[src/design/gjdc_pkg.sv]
// Shared widths, calendar constants and reciprocal multipliers for the date/day-number converter.
package gjdc_pkg;

    localparam int VALUE_W = 28;
    localparam int TODAY_W = 23;
    localparam int DATA_W  = 32;
    localparam int NUM_STAGES = 11;

    localparam logic [TODAY_W-1:0] TODAY_RESET = 23'd2451545;

    // Calendar constants
    localparam logic [30:0] JDN_SHIFT   = 31'd6884477;
    localparam logic [27:0] JDN_EPOCH   = 28'd1721119;
    localparam logic [13:0] CENTURY_FIX = 14'd1900;

    localparam logic [63:0] DIV_100  = 64'd100;
    localparam logic [63:0] DIV_5    = 64'd5;
    localparam logic [63:0] DIV_400Y = 64'd146097;
    localparam logic [63:0] DIV_4Y   = 64'd1461;
    localparam logic [63:0] DIV_MON  = 64'd153;

    // Reciprocal multipliers: floor(x * MAGIC / 2^SH) == floor(x / D) holds
    // while x * (MAGIC * D - 2^SH) < 2^SH, which SH = x width + ceil(log2 D) covers.
    localparam int P100_SH = 34;   // packed date, x < 2^27
    localparam logic [27:0] P100_MAGIC =
        28'(((64'd1 << P100_SH) + DIV_100 - 64'd1) / DIV_100);

    localparam int Q100_SH = 28;   // yyyymm, x < 2^21
    localparam logic [21:0] Q100_MAGIC =
        22'(((64'd1 << Q100_SH) + DIV_100 - 64'd1) / DIV_100);

    localparam int Y100_SH = 21;   // year, x < 2^14
    localparam logic [14:0] Y100_MAGIC =
        15'(((64'd1 << Y100_SH) + DIV_100 - 64'd1) / DIV_100);

    localparam int D5A_SH = 17;    // month term, x < 2^14
    localparam logic [14:0] D5A_MAGIC =
        15'(((64'd1 << D5A_SH) + DIV_5 - 64'd1) / DIV_5);

    localparam int D400Y_SH = 48;  // shifted day number, x < 2^30
    localparam logic [30:0] D400Y_MAGIC =
        31'(((64'd1 << D400Y_SH) + DIV_400Y - 64'd1) / DIV_400Y);

    localparam int D4Y_SH = 29;    // day within era, x < 2^18
    localparam logic [18:0] D4Y_MAGIC =
        19'(((64'd1 << D4Y_SH) + DIV_4Y - 64'd1) / DIV_4Y);

    localparam int DMON_SH = 19;   // day within year, x < 2^11
    localparam logic [11:0] DMON_MAGIC =
        12'(((64'd1 << DMON_SH) + DIV_MON - 64'd1) / DIV_MON);

    localparam int D5B_SH = 11;    // day within month, x < 2^8
    localparam logic [8:0] D5B_MAGIC =
        9'(((64'd1 << D5B_SH) + DIV_5 - 64'd1) / DIV_5);

endpackage

[src/design/gregorian_julian_day_conversion_core.sv]
// Top level: pipelined Gregorian yyyymmdd <-> Julian day number converter.
//
//  channel | direction | handshake            | payload
//  --------+-----------+----------------------+-------------------------------------------
//  s_*     | in        | s_tvalid / s_tready  | s_tuser = mode, s_tdata[27:0] = value
//  m_*     | out       | m_tvalid / m_tready  | m_tdata[27:0] = converted
//  cfg_*   | in        | cfg_valid / cfg_ready| cfg_data = today_day_number (23 bits)
//
//  One transaction per cycle sustained while m_tready stays high. A result
//  passes the input register, stages 1 to 10 and the output register in order; each of the 11 stages holds
//  at most one constant-divisor reciprocal multiply per direction.
//  Reset clears every stage valid bit and loads today_day_number with 2451545.
//  Stalls: a stage holds while the one after it is full and not moving; empty
//  stages keep filling, so input is taken while a finished result waits.
//
//  Both directions are computed side by side for every transaction; the mode
//  bit travels with the transaction and picks the result at the last stage.
//  All signed divisions are done on magnitudes and the sign is put back,
//  which matches truncation toward zero.
module gregorian_julian_day_conversion_core (
    input  logic                          clk,
    input  logic                          rst_n,
    // configuration write
    input  logic                          cfg_valid,
    output logic                          cfg_ready,
    input  logic [gjdc_pkg::TODAY_W-1:0]  cfg_data,   // [22:0] today_day_number
    // input stream
    input  logic                          s_tvalid,
    output logic                          s_tready,
    input  logic [gjdc_pkg::DATA_W-1:0]   s_tdata,    // [27:0] value, [31:28] zero
    input  logic                          s_tuser,    // [0] mode
    // output stream
    output logic                          m_tvalid,
    input  logic                          m_tready,
    output logic [gjdc_pkg::DATA_W-1:0]   m_tdata     // [27:0] converted, [31:28] zero
);
    import gjdc_pkg::*;

    // ------------------------------------------------------------------
    // Control
    // ------------------------------------------------------------------
    logic [NUM_STAGES-1:0] valid_reg;
    logic                  out_valid_reg;
    logic [NUM_STAGES:0]   stage_ready;
    logic [TODAY_W-1:0]    today_reg;
    logic                  in_acc;
    logic                  out_acc;

    // ------------------------------------------------------------------
    // Stage payload
    // ------------------------------------------------------------------
    logic                 mode_reg [0:10];
    logic [VALUE_W-1:0]   value_reg;

    // date -> day number
    logic                 rel_reg  [1:6];
    logic [27:0]          rsum_reg [1:6];
    logic [26:0]          pack_reg;
    logic [20:0]          q1_reg   [1:2];
    logic [6:0]           day_reg  [2:6];
    logic [13:0]          yq_reg;
    logic [6:0]           mshift_reg;
    logic [13:0]          yshift_reg [3:4];
    logic [7:0]           cen_reg;
    logic [13:0]          m153_reg;
    logic [6:0]           ry_reg;
    logic [22:0]          t1_reg [5:6];
    logic [11:0]          t3_reg [5:6];
    logic [15:0]          t2_reg;
    logic [27:0]          res_reg [7:10];

    // day number -> date
    logic                 neg_reg  [1:4];
    logic [29:0]          abs_reg  [1:2];
    logic [11:0]          qa_reg   [2:4];
    logic [16:0]          dd_reg;
    logic                 neg2_reg [4:5];
    logic [17:0]          abs2_reg [4:5];
    logic [6:0]           qb_reg;
    logic [19:0]          yrc_reg;
    logic [19:0]          yr_reg [6:9];
    logic [9:0]           dd2_reg;
    logic                 neg3_reg [7:9];
    logic [10:0]          abs3_reg [7:8];
    logic [3:0]           qc_reg;
    logic [7:0]           rc_reg;
    logic [4:0]           month_reg;
    logic [6:0]           dd3_reg;
    logic [27:0]          ypart_reg;
    logic [27:0]          out_data_reg;

    // ------------------------------------------------------------------
    // Next values
    // ------------------------------------------------------------------
    logic [27:0] rsum_next;
    logic        rel_next;
    logic [54:0] q1_prod;
    logic [30:0] t_full;
    logic [29:0] abs_next;

    logic [42:0] yq_prod;
    logic [26:0] day_full;
    logic [60:0] qa_prod;

    logic [20:0] month_full;
    logic [6:0]  month0;
    logic [13:0] year_adj;
    logic [6:0]  mshift_next;
    logic [13:0] yshift_next;
    logic [29:0] rem400;
    logic [16:0] dd_next;

    logic [28:0] cen_prod;
    logic [13:0] m153_next;
    logic [18:0] t2s;
    logic [17:0] abs2_next;

    logic [13:0] ry_full;
    logic [25:0] t1_prod;
    logic [28:0] t3_prod;
    logic [36:0] qb_prod;
    logic [19:0] yrc_mag;
    logic [19:0] yrc_next;

    logic [17:0] t2_prod;
    logic [17:0] rem4y;
    logic [9:0]  q4;
    logic [9:0]  dd2_next;
    logic [19:0] yr6_next;

    logic [27:0] sum_next;
    logic [27:0] res_next;
    logic [11:0] dd2x;
    logic [11:0] t3s;
    logic [10:0] abs3_next;

    logic [22:0] qc_prod;

    logic [10:0] rc_full;
    logic [4:0]  mm;
    logic        late;
    logic [4:0]  month_next;
    logic [19:0] yr9_next;

    logic [16:0] d5_prod;
    logic [6:0]  d5;
    logic [6:0]  dd3_next;
    logic [27:0] ypart_next;
    logic [27:0] conv_next;

    // ------------------------------------------------------------------
    // Handshake: a stage may load when it is empty or its content moves on
    // ------------------------------------------------------------------
    always_comb
    begin
        stage_ready[NUM_STAGES] = !out_valid_reg || m_tready;
        for (int k = NUM_STAGES - 1; k >= 0; k--)
        begin
            stage_ready[k] = !valid_reg[k] || stage_ready[k+1];
        end
    end

    assign s_tready  = stage_ready[0];
    assign m_tvalid  = out_valid_reg;
    assign m_tdata   = {{(DATA_W-VALUE_W){1'b0}}, out_data_reg};
    assign cfg_ready = 1'b1;
    assign in_acc    = s_tvalid && stage_ready[0];
    assign out_acc   = out_valid_reg && m_tready;

    always_ff @(posedge clk or negedge rst_n)
    begin
        if (!rst_n)
        begin
            valid_reg     <= '0;
            out_valid_reg <= 1'b0;
            today_reg     <= TODAY_RESET;
        end
        else
        begin
            if (cfg_valid)
            begin
                today_reg <= cfg_data;
            end
            if (stage_ready[0])
            begin
                valid_reg[0] <= s_tvalid;
            end
            for (int k = 1; k < NUM_STAGES; k++)
            begin
                if (stage_ready[k])
                begin
                    valid_reg[k] <= valid_reg[k-1];
                end
            end
            if (stage_ready[NUM_STAGES])
            begin
                out_valid_reg <= valid_reg[NUM_STAGES-1];
            end
        end
    end

    // ------------------------------------------------------------------
    // Stage 1: relative sum, first /100 of the packed date, 4*jdn - shift
    // ------------------------------------------------------------------
    always_comb
    begin
        rsum_next = 28'(today_reg) + value_reg;
        rel_next  = value_reg[VALUE_W-1] || (value_reg == '0);
        q1_prod   = 55'(value_reg[26:0]) * 55'(P100_MAGIC);
        t_full    = {value_reg[VALUE_W-1], value_reg, 2'b00} - JDN_SHIFT;
        abs_next  = t_full[30] ? 30'(31'd0 - t_full) : t_full[29:0];
    end

    // ------------------------------------------------------------------
    // Stage 2: day digits, year = yyyymm / 100, era = |t| / 146097
    // ------------------------------------------------------------------
    always_comb
    begin
        day_full = pack_reg - 27'(q1_reg[1]) * 27'(DIV_100);
        yq_prod  = 43'(q1_reg[1]) * 43'(Q100_MAGIC);
        qa_prod  = 61'(abs_reg[1]) * 61'(D400Y_MAGIC);
    end

    // ------------------------------------------------------------------
    // Stage 3: month digits, two-digit years, March-based shift;
    //          day within era
    // ------------------------------------------------------------------
    always_comb
    begin
        month_full = q1_reg[2] - 21'(yq_reg) * 21'(DIV_100);
        month0     = month_full[6:0];
        year_adj   = (yq_reg < 14'(DIV_100)) ? yq_reg + CENTURY_FIX : yq_reg;
        if (month0 > 7'd2)
        begin
            mshift_next = month0 - 7'd3;
            yshift_next = year_adj;
        end
        else
        begin
            mshift_next = month0 + 7'd9;
            yshift_next = year_adj - 14'd1;
        end
        rem400  = abs_reg[2] - 30'(qa_reg[2]) * 30'(DIV_400Y);
        dd_next = neg_reg[2] ? 17'd0 - 17'(rem400[17:2]) : 17'(rem400[17:2]);
    end

    // ------------------------------------------------------------------
    // Stage 4: century = yshift / 100, 153*m + 2; 4*dd + 3
    // ------------------------------------------------------------------
    always_comb
    begin
        cen_prod  = 29'(yshift_reg[3]) * 29'(Y100_MAGIC);
        m153_next = 14'(mshift_reg) * 14'(DIV_MON) + 14'd2;
        t2s       = {dd_reg, 2'b11};
        abs2_next = dd_reg[16] ? 18'(19'd0 - t2s) : t2s[17:0];
    end

    // ------------------------------------------------------------------
    // Stage 5: year in century, century days, month days;
    //          years within era, signed era years
    // ------------------------------------------------------------------
    always_comb
    begin
        ry_full  = yshift_reg[4] - 14'(cen_reg) * 14'(DIV_100);
        t1_prod  = 26'(cen_reg) * 26'(DIV_400Y);
        t3_prod  = 29'(m153_reg) * 29'(D5A_MAGIC);
        qb_prod  = 37'(abs2_reg[4]) * 37'(D4Y_MAGIC);
        yrc_mag  = 20'(qa_reg[4]) * 20'(DIV_100);
        yrc_next = neg_reg[4] ? 20'd0 - yrc_mag : yrc_mag;
    end

    // ------------------------------------------------------------------
    // Stage 6: year days; day of year, year total
    // ------------------------------------------------------------------
    always_comb
    begin
        t2_prod  = 18'(ry_reg) * 18'(DIV_4Y);
        rem4y    = abs2_reg[5] - 18'(qb_reg) * 18'(DIV_4Y);
        q4       = {1'b0, rem4y[10:2]};
        dd2_next = (neg2_reg[5] ? 10'd0 - q4 : q4) + 10'd1;
        yr6_next = yrc_reg + (neg2_reg[5] ? 20'd0 - 20'(qb_reg) : 20'(qb_reg));
    end

    // ------------------------------------------------------------------
    // Stage 7: day number sum or relative sum; 5*d - 3
    // ------------------------------------------------------------------
    always_comb
    begin
        sum_next  = 28'(t1_reg[6]) + 28'(t2_reg) + 28'(t3_reg[6]) + 28'(day_reg[6])
                  + JDN_EPOCH;
        res_next  = rel_reg[6] ? rsum_reg[6] : sum_next;
        dd2x      = {{2{dd2_reg[9]}}, dd2_reg};
        t3s       = (dd2x << 2) + dd2x - 12'd3;
        abs3_next = t3s[11] ? 11'(12'd0 - t3s) : t3s[10:0];
    end

    // ------------------------------------------------------------------
    // Stage 8: month index magnitude = |t| / 153
    // ------------------------------------------------------------------
    assign qc_prod = 23'(abs3_reg[7]) * 23'(DMON_MAGIC);

    // ------------------------------------------------------------------
    // Stage 9: remainder, March-based month back to January-based
    // ------------------------------------------------------------------
    always_comb
    begin
        rc_full    = abs3_reg[8] - 11'(qc_reg) * 11'(DIV_MON);
        mm         = (neg3_reg[8] ? 5'd0 - 5'(qc_reg) : 5'(qc_reg)) + 5'd1;
        late       = $signed(mm) >= 5'sd11;
        month_next = late ? mm - 5'd10 : mm + 5'd2;
        yr9_next   = yr_reg[8] + 20'(late);
    end

    // ------------------------------------------------------------------
    // Stage 10: day of month, yyyymm00 part
    // ------------------------------------------------------------------
    always_comb
    begin
        d5_prod    = 17'(rc_reg) * 17'(D5B_MAGIC);
        d5         = {1'b0, d5_prod[16:11]};
        dd3_next   = (neg3_reg[9] ? 7'd0 - d5 : d5) + 7'd1;
        ypart_next = {{8{yr_reg[9][19]}}, yr_reg[9]} * 28'd10000
                   + {{23{month_reg[4]}}, month_reg} * 28'(DIV_100);
    end

    // Output: pick the direction
    assign conv_next = mode_reg[10] ? ypart_reg + {{21{dd3_reg[6]}}, dd3_reg}
                                    : res_reg[10];

    // ------------------------------------------------------------------
    // Payload registers: advance with the stage, no reset
    // ------------------------------------------------------------------
    always_ff @(posedge clk)
    begin
        if (stage_ready[0])
        begin
            mode_reg[0] <= s_tuser;
            value_reg   <= s_tdata[VALUE_W-1:0];
        end
        if (stage_ready[1])
        begin
            mode_reg[1] <= mode_reg[0];
            rel_reg[1]  <= rel_next;
            rsum_reg[1] <= rsum_next;
            pack_reg    <= value_reg[26:0];
            q1_reg[1]   <= q1_prod[54:34];
            neg_reg[1]  <= t_full[30];
            abs_reg[1]  <= abs_next;
        end
        if (stage_ready[2])
        begin
            mode_reg[2] <= mode_reg[1];
            rel_reg[2]  <= rel_reg[1];
            rsum_reg[2] <= rsum_reg[1];
            q1_reg[2]   <= q1_reg[1];
            day_reg[2]  <= day_full[6:0];
            yq_reg      <= yq_prod[41:28];
            neg_reg[2]  <= neg_reg[1];
            abs_reg[2]  <= abs_reg[1];
            qa_reg[2]   <= qa_prod[59:48];
        end
        if (stage_ready[3])
        begin
            mode_reg[3]   <= mode_reg[2];
            rel_reg[3]    <= rel_reg[2];
            rsum_reg[3]   <= rsum_reg[2];
            day_reg[3]    <= day_reg[2];
            mshift_reg    <= mshift_next;
            yshift_reg[3] <= yshift_next;
            neg_reg[3]    <= neg_reg[2];
            qa_reg[3]     <= qa_reg[2];
            dd_reg        <= dd_next;
        end
        if (stage_ready[4])
        begin
            mode_reg[4]   <= mode_reg[3];
            rel_reg[4]    <= rel_reg[3];
            rsum_reg[4]   <= rsum_reg[3];
            day_reg[4]    <= day_reg[3];
            yshift_reg[4] <= yshift_reg[3];
            cen_reg       <= cen_prod[28:21];
            m153_reg      <= m153_next;
            neg_reg[4]    <= neg_reg[3];
            qa_reg[4]     <= qa_reg[3];
            neg2_reg[4]   <= dd_reg[16];
            abs2_reg[4]   <= abs2_next;
        end
        if (stage_ready[5])
        begin
            mode_reg[5] <= mode_reg[4];
            rel_reg[5]  <= rel_reg[4];
            rsum_reg[5] <= rsum_reg[4];
            day_reg[5]  <= day_reg[4];
            ry_reg      <= ry_full[6:0];
            t1_reg[5]   <= t1_prod[24:2];
            t3_reg[5]   <= t3_prod[28:17];
            neg2_reg[5] <= neg2_reg[4];
            abs2_reg[5] <= abs2_reg[4];
            qb_reg      <= qb_prod[35:29];
            yrc_reg     <= yrc_next;
        end
        if (stage_ready[6])
        begin
            mode_reg[6] <= mode_reg[5];
            rel_reg[6]  <= rel_reg[5];
            rsum_reg[6] <= rsum_reg[5];
            day_reg[6]  <= day_reg[5];
            t1_reg[6]   <= t1_reg[5];
            t3_reg[6]   <= t3_reg[5];
            t2_reg      <= t2_prod[17:2];
            dd2_reg     <= dd2_next;
            yr_reg[6]   <= yr6_next;
        end
        if (stage_ready[7])
        begin
            mode_reg[7] <= mode_reg[6];
            res_reg[7]  <= res_next;
            yr_reg[7]   <= yr_reg[6];
            neg3_reg[7] <= t3s[11];
            abs3_reg[7] <= abs3_next;
        end
        if (stage_ready[8])
        begin
            mode_reg[8] <= mode_reg[7];
            res_reg[8]  <= res_reg[7];
            yr_reg[8]   <= yr_reg[7];
            neg3_reg[8] <= neg3_reg[7];
            abs3_reg[8] <= abs3_reg[7];
            qc_reg      <= qc_prod[22:19];
        end
        if (stage_ready[9])
        begin
            mode_reg[9] <= mode_reg[8];
            res_reg[9]  <= res_reg[8];
            yr_reg[9]   <= yr9_next;
            neg3_reg[9] <= neg3_reg[8];
            rc_reg      <= rc_full[7:0];
            month_reg   <= month_next;
        end
        if (stage_ready[10])
        begin
            mode_reg[10] <= mode_reg[9];
            res_reg[10]  <= res_reg[9];
            dd3_reg      <= dd3_next;
            ypart_reg    <= ypart_next;
        end
        if (stage_ready[NUM_STAGES])
        begin
            out_data_reg <= conv_next;
        end
    end

    // ------------------------------------------------------------------
    // Assertions
    // ------------------------------------------------------------------

    // Pipe occupancy moves only by accepted and delivered transactions.
    a_occupancy: assert property (@(posedge clk) disable iff (!rst_n)
        1'b1 |=> !$past(rst_n)
              || ($countones({valid_reg, out_valid_reg})
                  == $past($countones({valid_reg, out_valid_reg}))
                     + int'($past(in_acc)) - int'($past(out_acc))))
        else $error("pipeline occupancy does not match accepted/delivered count");

    // Reciprocal quotient for the 400-year era never overshoots or undershoots.
    a_era_rem: assert property (@(posedge clk) disable iff (!rst_n)
        valid_reg[2] |-> (rem400 < 30'(DIV_400Y)))
        else $error("era remainder out of range");

    // Same for the 4-year cycle quotient.
    a_cycle_rem: assert property (@(posedge clk) disable iff (!rst_n)
        valid_reg[5] |-> (rem4y < 18'(DIV_4Y)))
        else $error("four-year remainder out of range");

endmodule
[config.mk]
export PLATFORM = sky130hd
export DESIGN_NAME = gregorian_julian_day_conversion_core
export DESIGN_NICKNAME = d
export VERILOG_FILES = /design/src/design/gjdc_pkg.sv /design/src/design/gregorian_julian_day_conversion_core.sv
export SDC_FILE = /design/constraint.sdc
export NUM_CORES = 2
export LEC_CHECK = 0
export BUFFER_PORTS_ARGS = -buffer_cell sky130_fd_sc_hd__buf_4
export CAP_MARGIN = 25
export CORE_AREA = 2 2 642 644
export CTS_CLUSTER_DIAMETER = 80
export CTS_CLUSTER_SIZE = 40
export DETAILED_ROUTE_END_ITERATION = 8
export DIE_AREA = 0 0 644 646
export PLACE_DENSITY = 0.42
export SLEW_MARGIN = 20
export SYNTH_ARGS = -nofsm -noshare
export SYNTH_HDL_FRONTEND = slang
export SYNTH_SLANG_ARGS = --single-unit
export TNS_END_PERCENT = 10
[constraint.sdc]
create_clock -name clk -period 13.57 [get_ports clk]
set_input_delay 0.6785 -clock clk [delete_from_list [all_inputs] [get_ports clk]]
set_output_delay 0.6785 -clock clk [all_outputs]
set_load 0.02 [all_outputs]
==> flow_metrics.py <==
metrics = {
    "outcome": {
        "outcome": "completed",
    },
    "synthesis": {
        "synth_edf_count": 899,
        "synth.avg_cell_area_um2": 11.4,
        "syn_area_um2": 102000,
        "yosys_warnings": 0,
        "synth_cell_types": 99,
        "syn_inst": 8971,
        "yosysSeqAreaShare": 0.274,
        "synth_flop_cell": "edfxtp_1",
        "async_flop_share": 0.0375,
        "ys_ff_latch": 934,
    },
    "setup_path": {
        "cp_data_arrival_time_ns": 9.38,
        "reg2reg_from": "abs_reg[1][1]$_SDFFCE_PP1P_",
        "crit_fanout": 13,
        "endpoint_kind": "flop",
        "cp-startpoint": "abs_reg[1][1]$_SDFFCE_PP1P_",
        "cp.required_ns": 14.03,
        "slowest_stage": "edfxtp_1",
        "crit_type": "flop to flop",
        "slowest_delay_ns": 0.82,
        "crit_path_start_kind": "flop",
    },
    "clocking": {
        "htreeDepth": 3,
        "postCtsHoldBufs": 1,
        "path_clk_slew_ns": 0.08,
        "cts-root-buf": "clkbuf_16",
        "ctsLongestPathBuffers": 3,
        "cts_tree": "built",
        "clock_latency_ns": 0.72,
        "cts_buffers": 78,
        "cts_setup_buffers": 0,
        "cts_sinks": 934,
        "cts_resized": 0,
    },
    "placed_design": {
        "dp_hpwl_mm": 206,
        "gp_congestion": 0.869,
        "port_buffers": 86,
    },
    "run": {
        "drv_cap": 0,
    },
    "layout": {
        "fill_cells": 42600,
        "ff_latch_area_um2": 27900,
        "largest_reg_flops": 168,
        "layout.nets": 12400,
        "multiInputGateArea_um2": 65000,
        "area_growth_syn_to_layout_pct": 10.6,
        "drive_gt1_frac": 0.0448,
    },
    "sta": {
        "setup_violations": 0,
        "finalCriticalPeriod_ns": 8.92,
        "max_freq_mhz": 112,
        "fin_crit_sh": 0.657,
        "rsz0062_at_grt": "no",
        "relSlewSlack": 0.335,
        "finalClockSkew_ns": 0.0617,
        "drv_slew": 0,
        "hold_viol_final": 0,
        "worst_slew_pin_slew_ns": 0.998,
        "fin_tns_setup_ns": 0,
    },
    "floorplan": {
        "die_y_um": 646,
        "die_x_um": 644,
        "io_pins": 96,
        "start_util": 0.249,
        "dieArea_um2": 416000,
        "rows": 235,
        "placeableCoreArea_um2": 409000,
    },
    "global_route": {
        "grt_pass1_vias": 66400,
        "grt_max_degree": 76,
        "grt_pass1_wl_mm": 384,
        "grt_overflow": 0,
        "gr-usage-all-layers": 0.118,
        "antenna_found_initial": 10,
    },
    "routing": {
        "first_iter_violations": 2277,
        "avgViaCountPerCell": 4.13,
        "drcViolationCount": 0,
        "ant_nets": 0,
        "wl_per_cell_um": 16.4,
        "wirelength_mm": 240,
        "vias": 60600,
        "dr.pass1.iters": 5,
    },
    "min_path": {
        "hold_class": "primary input to flop",
        "hp-start": "s_tdata[17]",
    },
}
==> cells in the mapped netlist (37+ instances only) <==
master,number,area [um2]
fa_1,1255,25100
o21a_1,48,360
nor2b_1,44,275
a211oi_1,37,278
xor2_1,131,1150
or3_1,45,282
o21ai_0,178,891
nor3_1,91,455
xnor2_1,365,3200
nand2b_1,46,288
ha_1,1893,23700
a21oi_1,245,1230
inv_1,2360,8860
edfxtp_1,899,27000
a21o_1,106,796
nand3_1,110,551
nor2_1,218,818
nand2_1,256,961
mux2_2,46,518
==> worst max-delay path, delay by kind of cell, from the launching register on <==
family	cells	cell delay, ns
AOI/OAI and AO/OA	6	1.94
and+or+nand+nor	3	0.55
buffers and inverters	6	0.71
adders and majority gates	8	4.03
DFF	1	0.82
xor gates and xnor gates	2	0.61
==> per-stage QoR <==
step	hold slack (ns)	instance area [um2]	worst slack (ns)	util	cells
floorplan	0.383	102000	3.34	-	8974
global placement	0.402	110000	4.75	0.268	14500
detailed placement	0.405	110000	4.66	0.268	14500
CTS	0.0589	113000	4.54	0.276	14700
global route	0.0767	113000	4.12	0.276	14700
finish	0.143	113000	4.65	0.276	14700
==> worst paths after layout <==
kind,end,slack (ns),cells after the start
min in group asynchronous,m_tvalid$_DFFE_PN0P_,0.47,2
max in group asynchronous,today_reg[17]$_DFFE_PN0P_,12.53,2
hold / removal,value_reg[17]$_DFFE_PP_,0.14,1
setup / recovery,qa_reg[2][11]$_DFFE_PP_,4.65,25
hold reg to reg,day_reg[0][24]$_DFFE_PP_,0.39,0
setup reg to reg,qa_reg[2][11]$_DFFE_PP_,4.65,25
==> layout make-up <==
type                       instances  share of cell area
clock buffer                      81              0.0176
antenna                           18            0.000400
multi-input combinational       5634               0.577
sequential                       934               0.247
clock inverter                    65             0.00988
timing repair buffer             134             0.00901
inverter                        2361              0.0787
tap                             5451              0.0605
==> logic make-up (layout without fill, tap and decap cells) <==
| kind of cell | count (synthesis) | in the layout | synth area share |
|---|---|---|---|
| other cells | 2 | 23 | 0.0000737 |
| xor+xnor | 501 | 501 | 0.0436 |
| buf+inv | 2406 | 2641 | 0.0889 |
| fa+ha+maj | 3148 | 3148 | 0.479 |
| compound gates | 910 | 910 | 0.0595 |
| flops | 934 | 934 | 0.274 |
| simple gates | 1020 | 1020 | 0.0497 |
| mux | 50 | 50 | 0.00548 |
==> cells in the final DEF (no fill, tap or decap), types with 13 or more instances in the layout <==
cell	synthesis	routed
a211o_1	22	22
a211oi_1	37	37
a21o_1	106	106
a21oi_1	245	245
a31oi_1	32	32
and2_1	28	28
and3_1	31	31
buf_4	7	132
clkbuf_16	0	79
dfrtp_1	25	25
diode_2	0	18
edfxtp_1	899	899
fa_1	1255	1255
ha_1	1893	1893
inv_1	2360	2356
inv_12	0	13
mux2_2	46	46
nand2_1	256	252
nand2b_1	46	46
nand3_1	110	108
nand4_1	36	36
nor2_1	218	218
nor2b_1	44	44
nor3_1	91	91
nor3b_1	15	15
nor4_1	20	20
o211ai_1	31	31
o21a_1	48	48
o21ai_0	178	178
o21bai_1	34	34
o31ai_1	27	27
or2_2	33	33
or3_1	45	45
xnor2_1	365	365
xor2_1	131	131
==> per-layer routing <==
metal	vias to the layer above	global-route usage	wire, um
li1	29700	-	-
met3	173	0.0109	5160
met1	30200	0.163	116000
met2	553	0.199	113000
met5	-	0	0
met4	0	0.0261	5520
Power is left out: the tool's default activity adds up to more than one toggle a clock period on the data nets, which glitch-free logic cannot reach.
